`src/hdl/stu_pkg.sv`:
```
// Shared types, character codes, token and error codes, and the saturating
// helpers of the source tokenizer. No dependencies.
package stu_pkg;

  localparam int POSITION_BITS = 16;
  localparam int OFFSET_BITS   = 32;
  localparam int LEN_BITS      = 16;
  localparam int MAX_RES       = 3;
  localparam int RES_CNT_W     = $clog2(MAX_RES + 1);
  localparam int QUEUE_DEPTH   = MAX_RES + 1;
  localparam int QCNT_W        = $clog2(QUEUE_DEPTH + 1);
  localparam int KW_COUNT      = 8;

  typedef logic [POSITION_BITS-1:0] pos_t;
  typedef logic [OFFSET_BITS-1:0]   off_t;
  typedef logic [LEN_BITS-1:0]      len_t;
  typedef logic [RES_CNT_W-1:0]     rcnt_t;
  typedef logic [QCNT_W-1:0]        qcnt_t;

  localparam pos_t POS_MAX = '1;
  localparam off_t OFF_MAX = '1;
  localparam len_t LEN_MAX = '1;

  typedef enum logic [3:0] {
    M_IDLE, M_EQ, M_GT, M_LT, M_BANG, M_SLASH, M_COMMENT, M_STRING,
    M_INT, M_DOT, M_FRAC, M_IDENT, M_HALT
  } mode_t;

  typedef enum logic [4:0] {
    TK_LPAREN, TK_RPAREN, TK_LBRACE, TK_RBRACE, TK_COMMA, TK_PLUS, TK_MINUS,
    TK_STAR, TK_SLASH, TK_ASSIGN, TK_EQ, TK_NE, TK_GT, TK_GE, TK_LT, TK_LE,
    TK_STRING, TK_NUMBER, TK_IDENT, TK_TRUE, TK_FALSE, TK_IF, TK_ELSE,
    TK_WHILE, TK_LOOP, TK_BREAK, TK_PRINT, TK_EOF
  } kind_t;

  typedef enum logic [1:0] {
    ERR_NONE, ERR_BANG, ERR_UNEXPECTED, ERR_UNTERMINATED
  } err_t;

  // Character codes
  localparam logic [7:0] CH_LPAREN = 8'h28;
  localparam logic [7:0] CH_RPAREN = 8'h29;
  localparam logic [7:0] CH_LBRACE = 8'h7B;
  localparam logic [7:0] CH_RBRACE = 8'h7D;
  localparam logic [7:0] CH_COMMA  = 8'h2C;
  localparam logic [7:0] CH_PLUS   = 8'h2B;
  localparam logic [7:0] CH_MINUS  = 8'h2D;
  localparam logic [7:0] CH_STAR   = 8'h2A;
  localparam logic [7:0] CH_SLASH  = 8'h2F;
  localparam logic [7:0] CH_EQ     = 8'h3D;
  localparam logic [7:0] CH_BANG   = 8'h21;
  localparam logic [7:0] CH_GT     = 8'h3E;
  localparam logic [7:0] CH_LT     = 8'h3C;
  localparam logic [7:0] CH_SP     = 8'h20;
  localparam logic [7:0] CH_CR     = 8'h0D;
  localparam logic [7:0] CH_TAB    = 8'h09;
  localparam logic [7:0] CH_LF     = 8'h0A;
  localparam logic [7:0] CH_DQ     = 8'h22;
  localparam logic [7:0] CH_SQ     = 8'h27;
  localparam logic [7:0] CH_DOT    = 8'h2E;
  localparam logic [7:0] CH_UNDER  = 8'h5F;

  // Keyword spellings, padded with NUL to eight bytes
  localparam logic [7:0] KW_TEXT [KW_COUNT][8] = '{
    '{8'h74, 8'h72, 8'h75, 8'h65, 8'h00, 8'h00, 8'h00, 8'h00},  // true
    '{8'h66, 8'h61, 8'h6C, 8'h73, 8'h65, 8'h00, 8'h00, 8'h00},  // false
    '{8'h69, 8'h66, 8'h00, 8'h00, 8'h00, 8'h00, 8'h00, 8'h00},  // if
    '{8'h65, 8'h6C, 8'h73, 8'h65, 8'h00, 8'h00, 8'h00, 8'h00},  // else
    '{8'h77, 8'h68, 8'h69, 8'h6C, 8'h65, 8'h00, 8'h00, 8'h00},  // while
    '{8'h6C, 8'h6F, 8'h6F, 8'h70, 8'h00, 8'h00, 8'h00, 8'h00},  // loop
    '{8'h62, 8'h72, 8'h65, 8'h61, 8'h6B, 8'h00, 8'h00, 8'h00},  // break
    '{8'h70, 8'h72, 8'h69, 8'h6E, 8'h74, 8'h00, 8'h00, 8'h00}   // print
  };
  localparam logic [2:0] KW_LEN [KW_COUNT] = '{
    3'd4, 3'd5, 3'd2, 3'd4, 3'd5, 3'd4, 3'd5, 3'd5
  };

  typedef struct packed {
    kind_t       kind;
    err_t        err;
    logic [31:0] off;
    logic [15:0] len;
    logic [15:0] line;
    logic [15:0] col;
    logic        last;
  } res_t;

  typedef res_t [MAX_RES-1:0] res_vec_t;

  typedef struct packed {
    rcnt_t    n;
    res_vec_t item;
  } push_t;

  function automatic logic is_digit(input logic [7:0] c);
    return (c >= 8'h30) && (c <= 8'h39);
  endfunction

  function automatic logic is_alpha(input logic [7:0] c);
    return ((c >= 8'h61) && (c <= 8'h7A)) || ((c >= 8'h41) && (c <= 8'h5A)) ||
           (c == CH_UNDER);
  endfunction

  function automatic off_t off_inc(input off_t a);
    return (a == OFF_MAX) ? a : a + off_t'(1);
  endfunction

  function automatic pos_t pos_inc(input pos_t a);
    return (a == POS_MAX) ? a : a + pos_t'(1);
  endfunction

  function automatic len_t len_grow(input len_t a, input logic [1:0] n);
    logic [LEN_BITS:0] s;
    s = {1'b0, a} + (LEN_BITS+1)'(n);
    return s[LEN_BITS] ? LEN_MAX : s[LEN_BITS-1:0];
  endfunction

  function automatic off_t off_add_len(input off_t a, input len_t b);
    logic [OFFSET_BITS:0] s;
    s = {1'b0, a} + (OFFSET_BITS+1)'(b);
    return s[OFFSET_BITS] ? OFF_MAX : s[OFFSET_BITS-1:0];
  endfunction

  function automatic pos_t pos_add_len(input pos_t a, input len_t b);
    logic [32:0] s;
    s = 33'(a) + 33'(b);
    return (s > 33'(POS_MAX)) ? POS_MAX : s[POSITION_BITS-1:0];
  endfunction

  function automatic logic [31:0] off_out(input off_t v);
    logic [63:0] w;
    w = 64'(v);
    return w[31:0];
  endfunction

  function automatic logic [15:0] pos_out(input pos_t v);
    logic [31:0] w;
    w = 32'(v);
    return w[15:0];
  endfunction

  function automatic res_t mk_res(input kind_t k, input err_t e, input off_t off,
                                  input len_t len, input pos_t line, input pos_t col);
    res_t r;
    r.kind = k;
    r.err  = e;
    r.off  = off_out(off);
    r.len  = len;
    r.line = pos_out(line);
    r.col  = pos_out(col);
    r.last = 1'b0;
    return r;
  endfunction

  // Append one result; drop anything beyond the result limit
  function automatic void add_res(inout res_vec_t rv, inout rcnt_t n, input res_t r);
    if (n != rcnt_t'(MAX_RES)) begin
      rv[n] = r;
      n = n + rcnt_t'(1);
    end
  endfunction

  // Drop keywords that no longer match after byte c at position len
  function automatic logic [KW_COUNT-1:0] kw_filter(input logic [KW_COUNT-1:0] cand,
                                                    input len_t len, input logic [7:0] c);
    logic [KW_COUNT-1:0] r;
    r = cand;
    for (int k = 0; k < KW_COUNT; k++) begin
      if (len >= len_t'(KW_LEN[k])) begin
        r[k] = 1'b0;
      end else if (KW_TEXT[k][len[2:0]] != c) begin
        r[k] = 1'b0;
      end
    end
    return r;
  endfunction

  function automatic kind_t ident_kind(input logic [KW_COUNT-1:0] cand, input len_t len);
    kind_t k;
    k = TK_IDENT;
    for (int i = 0; i < KW_COUNT; i++) begin
      if (cand[i] && (len_t'(KW_LEN[i]) == len)) begin
        k = kind_t'(5'(TK_TRUE) + 5'(i));
      end
    end
    return k;
  endfunction

endpackage

```
`src/hdl/stu_result_queue.sv`:
```
// Result register and short queue: takes up to three results per cycle and
// presents them from the head slot, at most one per cycle. Depends on stu_pkg.
module stu_result_queue import stu_pkg::*; (
  input  logic  clk,
  input  logic  rst_n,
  input  push_t push,
  input  logic  pop_ready,
  output res_t  head,
  output logic  head_valid,
  output logic  room
);

  res_t  slot_r [QUEUE_DEPTH];
  res_t  slot_nxt [QUEUE_DEPTH];
  res_t  shifted [QUEUE_DEPTH];
  qcnt_t count_r, count_nxt;
  qcnt_t base;
  qcnt_t sel;
  logic  pop;

  assign head_valid = (count_r != '0);
  assign head       = slot_r[0];
  assign pop        = head_valid && pop_ready;
  // room for a full burst of results even if nothing drains
  assign room       = (count_r <= qcnt_t'(QUEUE_DEPTH - MAX_RES));

  always_comb begin
    base      = count_r - qcnt_t'(pop);
    count_nxt = base + qcnt_t'(push.n);
    sel       = '0;
    for (int i = 0; i < QUEUE_DEPTH; i++) begin
      shifted[i] = (i < QUEUE_DEPTH - 1) ? slot_r[(i + 1) % QUEUE_DEPTH] : slot_r[i];
    end
    for (int i = 0; i < QUEUE_DEPTH; i++) begin
      sel = qcnt_t'(i) - base;
      if (qcnt_t'(i) < base) begin
        slot_nxt[i] = pop ? shifted[i] : slot_r[i];
      end else if (sel < qcnt_t'(push.n)) begin
        slot_nxt[i] = push.item[sel[RES_CNT_W-1:0]];
      end else begin
        slot_nxt[i] = slot_r[i];
      end
    end
  end

  always_ff @(posedge clk) begin
    if (!rst_n) begin
      count_r <= '0;
    end else begin
      count_r <= count_nxt;
    end
  end

  always_ff @(posedge clk) begin
    slot_r <= slot_nxt;
  end

endmodule

```
`config.mk`:
```
export PLATFORM = sky130hd
export DESIGN_NAME = stu_result_queue
export DESIGN_NICKNAME = d
export VERILOG_FILES = /design/src/hdl/stu_pkg.sv /design/src/hdl/stu_result_queue.sv
export SDC_FILE = /design/constraint.sdc
export NUM_CORES = 1
export LEC_CHECK = 0
export BUFFER_PORTS_ARGS = -buffer_cell sky130_fd_sc_hd__buf_2
export CAP_MARGIN = 20
export CORE_UTILIZATION = 43
export CTS_BUF_LIST = sky130_fd_sc_hd__clkbuf_8
export CTS_CLUSTER_DIAMETER = 200
export DETAILED_ROUTE_END_ITERATION = 8
export HOLD_SLACK_MARGIN = 0.05
export REMOVE_ABC_BUFFERS = 1
export SYNTH_ARGS = -nofsm -noshare
export SYNTH_HDL_FRONTEND = slang
export SYNTH_SLANG_ARGS = --single-unit
```
`constraint.sdc`:
```
create_clock -name clk -period 8.2 [get_ports clk]
set_input_delay 1.23 -clock clk [delete_from_list [all_inputs] [get_ports clk]]
set_output_delay 1.23 -clock clk [all_outputs]
set_load 0.1 [all_outputs]
```
### Yosys cells after proc, flatten, opt, wreduce, memory -nomap -nowiden

Index checks and enable logic that the tools add are counted.

* logic and storage cells: 78
* input bits: 269
* output and inout bits: 90
* bits in registers: 355

* $add $sub $neg: 6
* multiplexer cells: 17
* reduce and logical (&&, ||, !) cells: 9
* bitwise gates (word level): 1
* magnitude comparators: 13
* equal/unequal tests: 3

Operator list (count)
* 2-to-1 mux 88 bit: 13
* binary-select mux 88 bit (select 2 bit): 4
* less-than comparator 2 x 3 -> 1 bit (second input constant): 4
* less-than comparator 3 x 2 -> 1 bit: 4
* AND reduction 2 bit: 4
* less-than comparator 1 x 3 -> 1 bit (first input constant): 2
* less-than comparator 2 x 3 -> 1 bit (first input constant): 2
* != test 2 bit (second input constant): 3
* nonzero test 2 bit: 3
* subtractor 1 x 3 -> 3 bit (first input constant): 2
* subtractor 2 x 3 -> 3 bit (first input constant): 2
* adder 3 x 2 -> 3 bit: 1
* less-or-equal comparator 3 x 1 -> 1 bit (second input constant): 1
* nonzero test 3 bit: 1
* subtractor 3 x 1 -> 3 bit: 1
* logical AND 1 bit: 1
* NOT 1 bit: 1

### Depth between registers and ports, before layout

Gate-level depths: netlist (run 1).

* depth after elaboration: 8
* depth in mapped cells: 13
* mapped depth without buffers: 8

### Worst setup path after synthesis (run 1)

OpenSTA, ideal clock, no wires.

* path type: input to register
* start point: in pop_ready
* end point: reg slot_r, in the netlist shifted[264] (enable)
* library setup time: 0.565 ns
* stages: 10
* setup slack: 0.500 ns
* arrival: 7.135 ns
* path buffers: 3
* cell sequence: o31a_1 ha_1 ha_1 buf_2 buf_2 buf_2 inv_1 ha_1 nand3b_1 o22ai_1

* word-level cells in the longest chain between the ends: 6

Ends and longest elaborated chain
* start: declaration: RTL line stu_result_queue.sv:7 `input logic pop_ready,`
* logical AND 1 bit (*): RTL line stu_result_queue.sv:23 `assign pop = head_valid && pop_ready;`
* subtractor 3 x 1 -> 3 bit: RTL line stu_result_queue.sv:28 `base = count_r - qcnt_t'(pop);`
* subtractor 1 x 3 -> 3 bit: RTL line stu_result_queue.sv:35 `sel = qcnt_t'(i) - base;`
* less-than comparator 3 x 2 -> 1 bit: RTL line stu_result_queue.sv:38 `end else if (sel < qcnt_t'(push.n)) begin`
* nonzero test 2 bit (no source line)
* AND reduction 2 bit (no source line) (*)
* end signal: assignment: RTL line stu_result_queue.sv:55 `slot_r <= slot_nxt;`
* end: declaration: RTL line stu_result_queue.sv:13 `res_t slot_r [QUEUE_DEPTH];`

Every way passes the cells marked *; elsewhere a longest branch is shown, timed or not.
A chain may end at the register's enable or synchronous reset.

### Final worst setup path (run 1)

* start point: in pop_ready
* end point: reg slot_r, in the netlist head[6] (enable)

The elaborated chain is that of the path after synthesis.

==> results.sh, run 1 <==
export IMPL_floorplan_io_pins=359
export IMPL_critical_path_startpoint_type="input port"
export IMPL_path_class="in -> reg"
export IMPL_ctsLongestPathBuffers=3
export IMPL_postRouteWirelength_mm=54.4
export IMPL_min_path_cells=1
export IMPL_detailed_place_hpwl_mm=32.2
export IMPL_min_delay_path_class="reg -> reg"
export IMPL_critical_path_reg2reg_endpoint="head[6]"
export IMPL_synth_async_reset_ratio_pct=0
export IMPL_run_status="finished, final reports clean"
export IMPL_synth_seq_cells=355
export IMPL_post_detailed_route_count_of_antenna_violating_nets=0
export IMPL_clk_pin_slew_ps=60
export IMPL_finalWeightedCongestion=0.813
export IMPL_core_box_area_um2=43200
export IMPL_synth_edff_count=352
export IMPL_netlist_instances=1617
export IMPL_timing_critical_path_fanout_max=69
export IMPL_timing_worst_slew_pin_value_ps=1080
export IMPL_setup_viol=0
export IMPL_netlist_area_leader_share_pct=56.2
export IMPL_regToRegStartpoint="count_r[1]"
export IMPL_cts_root_buf="clkbuf_8"
export IMPL_finalHoldViolCount=0
export IMPL_port_buffers=358
export IMPL_grtUsageTotal_pct=24.0
export IMPL_period_share_pct=61.8
export IMPL_critical_path_endpoint_type="flop"
export IMPL_cts_tree="done"
export IMPL_final_nets=2171
export IMPL_hold_end="shifted[209]"
export IMPL_netlist_top_cells_count="edfxtp_1 (352), a21oi_1 (182), mux2i_1 (178)"
export IMPL_cts_setup_buffers=0
export IMPL_grt_setup_unrepaired="no"
export IMPL_starting_density_of_the_core_pct=43.6
export IMPL_fin_worst_skew_ps=11.3
export IMPL_final_core_utilization_pct=50.7
export IMPL_cts_num_sinks=355
export IMPL_synth_avg_cell_area_um2=11.6
export IMPL_netlist_top_cells_area="edfxtp_1 (56%), mux2i_1 (9.5%), a31oi_1 (5.8%)"
export IMPL_yosysTopAreaCell="edfxtp_1"
export IMPL_via_count=14800
export IMPL_timing_hold_worst_start="shifted[33]"
export IMPL_std_cell_rows=76
export IMPL_dieWidth_um=211
export IMPL_drt_pass1_iterations=7
export IMPL_layout_area_overhead_vs_synth_pct=16.3
export IMPL_fmax_ghz=0.197
export IMPL_detailedRoute_firstIterationViolations=1298
export IMPL_post_synth_instance_area_um2=18800
export IMPL_dieHeight_um=211
export IMPL_timing_reg2reg_worst_path_depth=9
export IMPL_postSynth_topFlopCell="edfxtp_1"
export IMPL_synth_yosys_seq_area_share_pct=56.5
export IMPL_design_die_area_um2=44600
export IMPL_max_slew_margin_rel_pct=28.0
export IMPL_post_route_cells_drive_above_1_share_pct=28.0
export IMPL_post_detailed_route_wirelength_per_cell_um=21.5
export IMPL_timing_max_transition_violations_final=0
export IMPL_cts_buf_count=61
export IMPL_n_fill_cell=3969
export IMPL_grt_overflow_total=0
export IMPL_routed_via_density=5.85
export IMPL_grt_pass1_vias=14600
export IMPL_drc_errors=0
export IMPL_source_to_sink_clock_delay_at_the_later_pin_of_the_worst_skew_pair_ps=650
export IMPL_postCtsResizedCells=0
export IMPL_min_period_ps=5070
export IMPL_arrival_time_at_the_worst_endpoint_ps=5350
export IMPL_initial_antenna_violation_count=7
export IMPL_synth_most_common_cell="edfxtp_1"
export IMPL_ys_types=33
export IMPL_reg2reg_setup_slack_ps=3280
export IMPL_cts_htree_levels=2
export IMPL_max_cap_violations=0
export IMPL_grt_pass1_wl_mm=83.0
export IMPL_yosys_warnings=0
export IMPL_required_ps=8480
export IMPL_grt_start_max_net_pins=203
export IMPL_cts_hold_repair_buffers=0
## sequential cells by signal (all words and copies together), names as in the netlist
name,flops
shifted,264
count_r,3
head,88
## critical path: stages
cell	delay, ps
buf_2	100
o31a_1	170
ha_4	200
ha_4	810
inv_1	310
ha_4	920
ha_1	370
a21oi_1	130
mux2_4	520
buf_4	540
## metrics by stage
step,setup slack [ps],TNS [ps],hold WS (ps),cell area (um2),std cells
after floorplan,-8920,-4562410,509,18000,1451
after global placement,2550,0,511,20800,2415
after detailed placement,2450,0,522,20800,2415
after CTS,3160,0,540,21900,2528
after global routing,2980,0,547,21900,2533
final,3130,0,530,21900,2533
## cell families (layout without fill, tap and decap cells)
family                     after synthesis  count (layout)  synth area share [%]
other                                    0               5                     0
buffers and inverters                  175             501                  4.35
and+or+nand+nor                        271             271                  7.28
xor gates and xnor gates                 3               3                 0.140
AOI/OAI and AO/OA                      536             536                  16.1
muxes                                  268             268                  15.0
adders and majority gates                9               9                 0.638
DFF                                    355             355                  56.5
## placed cells by master, fill, tap and decap left out, drive strengths merged, types with 2 or more instances in the layout
cell type	count
o22ai	87
a21oi	182
nand3b	89
a31oi	174
mux2i	178
mux2	90
nand2	173
xnor2	2
and2	2
diode	5
edfxtp	352
buf	379
inv	25
o21ai	90
ha	8
clkinvlp	2
nor2b	3
clkinv	34
dfxtp	3
clkbuf	61
## layer usage
layer  GRT usage, %  part of all wire [%]  wire [um]
met1           33.5                    44      24100
met2           37.3                    46      25000
met5              0                 0.044         24
met3           3.82                   6.5       3560
met4           9.62                   3.1       1710
## cell type report
cell class	instances	area [um2]	share of cell area, %
sequential	355	10600	48.6
multi-input combinational	1087	7460	34.1
timing repair buffer	379	1960	8.96
clock buffer	61	840	3.84
tap	585	732	3.34
clock inverter	52	214	0.977
inverter	9	38.8	0.177
antenna	5	12.5	0.0572
## worst max path at each step
stage / from / endpoint / slack (ps) / cells past startpoint
6_report: pop_ready / head[6] / 3130 / 10
3_3_place_gp: pop_ready / head[66] / 2550 / 10
4_1_cts: pop_ready / head[6] / 3160 / 10
2_1_floorplan: pop_ready / shifted[176] / -8920 / 5
5_1_grt: pop_ready / head[6] / 2980 / 10
3_5_place_dp: pop_ready / head[66] / 2450 / 10
Power of run 1 is left out: the tool's default activity adds up to more than one toggle a clock period on the data nets, which glitch-free logic cannot reach.
==> run 2: changes to the inputs <==
PLACE_DENSITY = 0.67   (was default)
clock period = 4.15 ns   (was 8.2 ns; I/O delays follow)
==> run 2 against run 1 <==
Against the previous run:
- non-clock buffer count increased by 1
- register-to-register slack got worse by 2300 ps
- sequential share of layout area decreased by 0.56 points
- critical path depth decreased by 3
- highest routed layer unchanged
- critical endpoint is now shifted[240]
- cell count decreased by 0.12%
- core utilization increased by 0.60 points
- global-route usage decreased by 0.91 points
- via count decreased by 0.59%
==> results.sh, run 2 (synthesis results as in run 1) <==
export IMPL_run_status="finished, final reports clean"
export IMPL_setup_slack_ps=965
export IMPL_cell_chain_critical_path="o31a_1 > ha_4 > ha_4 > buf_12 > mux2i_1 > o21ai_0 > mux2_2"
export IMPL_timing_max_transition_violations_final=0
export IMPL_finalHoldViolCount=0
export IMPL_path_class="reg -> reg"
export IMPL_cts_htree_levels=2
export IMPL_std_cell_rows=76
export IMPL_regToRegStartpoint="count_r[1]"
export IMPL_detailedRoute_firstIterationViolations=1379
export IMPL_clk_pin_slew_ps=60
export IMPL_crit_slowest_cell="buf_12"
export IMPL_min_period_ps=3190
export IMPL_layout_area_overhead_vs_synth_pct=17.7
export IMPL_grt_setup_unrepaired="no"
export IMPL_grt_start_max_net_pins=187
export IMPL_fin_worst_skew_ps=22.2
export IMPL_largest_register_ffs=264
export IMPL_floorplan_io_pins=359
export IMPL_timing_reg2reg_worst_path_depth=7
export IMPL_postCtsResizedCells=0
export IMPL_cts_root_buf="clkbuf_8"
export IMPL_source_to_sink_clock_delay_at_the_later_pin_of_the_worst_skew_pair_ps=660
export IMPL_cts_buf_count=61
export IMPL_cts_num_sinks=355
export IMPL_grt_pass1_wl_mm=80.5
export IMPL_critical_path_reg2reg_endpoint="shifted[240]"
export IMPL_postRouteWirelength_mm=52.7
export IMPL_timing_critical_path_fanout_max=186
export IMPL_reg2reg_setup_slack_ps=960
export IMPL_min_delay_path_class="in -> reg"
export IMPL_timing_hold_worst_start="rst_n"
export IMPL_routed_via_density=5.82
export IMPL_timing_critical_path_slowest_cell_delay_ps=500
export IMPL_max_slew_margin_rel_pct=27.5
export IMPL_cts_tree="done"
export IMPL_dieHeight_um=211
export IMPL_detailed_place_hpwl_mm=30.1
export IMPL_critPathMostFrequentCell="ha_4"
export IMPL_setup_viol=0
export IMPL_cts_hold_repair_buffers=0
export IMPL_critical_path_endpoint_type="flop"
export IMPL_cts_setup_buffers=0
export IMPL_drc_errors=0
export IMPL_post_route_cells_drive_above_1_share_pct=28.2
export IMPL_via_count=14700
export IMPL_worst_path_dominant_cell_family="multiplexers"
export IMPL_timing_worst_slew_pin_value_ps=1090
export IMPL_starting_density_of_the_core_pct=43.6
export IMPL_initial_antenna_violation_count=14
export IMPL_arrival_time_at_the_worst_endpoint_ps=3570
export IMPL_n_fill_cell=3872
export IMPL_grt_overflow_total=0
export IMPL_port_buffers=358
export IMPL_drt_pass1_iterations=7
export IMPL_grtUsageTotal_pct=23.1
export IMPL_post_detailed_route_count_of_antenna_violating_nets=0
export IMPL_final_nets=2172
export IMPL_min_path_cells=2
export IMPL_critical_path_startpoint_type="flop"
export IMPL_most_used_cells_in_the_layout_excluding_fill_and_tap_cells="buf_2 (358), edfxtp_1 (352), a21oi_1 (182), mux2i_1 (178), a31oi_1 (174)"
export IMPL_required_ps=4540
export IMPL_period_share_pct=76.7
export IMPL_fmax_ghz=0.314
export IMPL_post_detailed_route_wirelength_per_cell_um=20.8
export IMPL_grt_pass1_vias=14600
export IMPL_critical_path_n_buffers_inverters=1
export IMPL_place_ws_ps=798
export IMPL_max_cap_violations=0
export IMPL_core_box_area_um2=43200
export IMPL_hold_end="count_r[2]"
export IMPL_ctsLongestPathBuffers=3
export IMPL_timing_critical_path_depth=7
export IMPL_design_die_area_um2=44600
export IMPL_mostFrequentLayoutCell="buf_2"
export IMPL_finalWeightedCongestion=0.790
export IMPL_dieWidth_um=211
[run 2: cell count changes in the layout (fill, tap and decap cells not counted)]
cell       change
buf_12        +14
clkinv_1      -20
clkinv_2       -7
inv_1         +13
bufinv_16      +2
clkbuf_8       +5
buf_4         -13
diode_2        +3
[run 2: per-stage QoR]
step	cells	utilization [%]	hold WS [ps]	setup TNS, ps	instance area [um2]
after detailed placement	2416	48.7	525	0	21000
after floorplan	1451	-	509	-6995330	18000
final	2530	51.3	229	0	22100
after CTS	2522	51.3	172	0	22100
after global placement	2416	48.7	509	0	21000
after global routing	2525	51.3	197	0	22100
[run 2: per-layer routing]
layer	part of all wire (%)	track usage [%]
met1	43	30.6
met2	47	37.3
met3	7.3	4.65
met4	2.3	8.50
met5	0.15	0
[run 2: cell type report]
cell class	instances	area [um2]	area share [%]
Antenna cell	8	20.0	0.0904
Clock buffer	66	908	4.10
Clock inverter	40	213	0.960
Inverter	9	38.8	0.175
Multi-Input combinational cell	1087	7460	33.7
Sequential cell	355	10600	48.0
Tap cell	585	732	3.30
Timing Repair Buffer	380	2140	9.68
[run 2: worst max path at each step]
stage	startpoint	to	slack, ps
global placement	pop_ready	head[1]	840
detailed placement	pop_ready	head[67]	800
CTS	count_r[1]	head[67]	970
floorplan	pop_ready	shifted[176]	-12360
global route	count_r[1]	head[74]	890
finish	count_r[1]	shifted[240]	960
[run 2: worst reg2reg max path: stages (launching register included)]
cell and delay (ps):
dfxtp_1 330, o31a_1 380, ha_4 190, ha_4 400, buf_12 500, mux2i_1 700, o21ai_0 120, mux2_2 310
Power of run 2 is left out for the same reason.
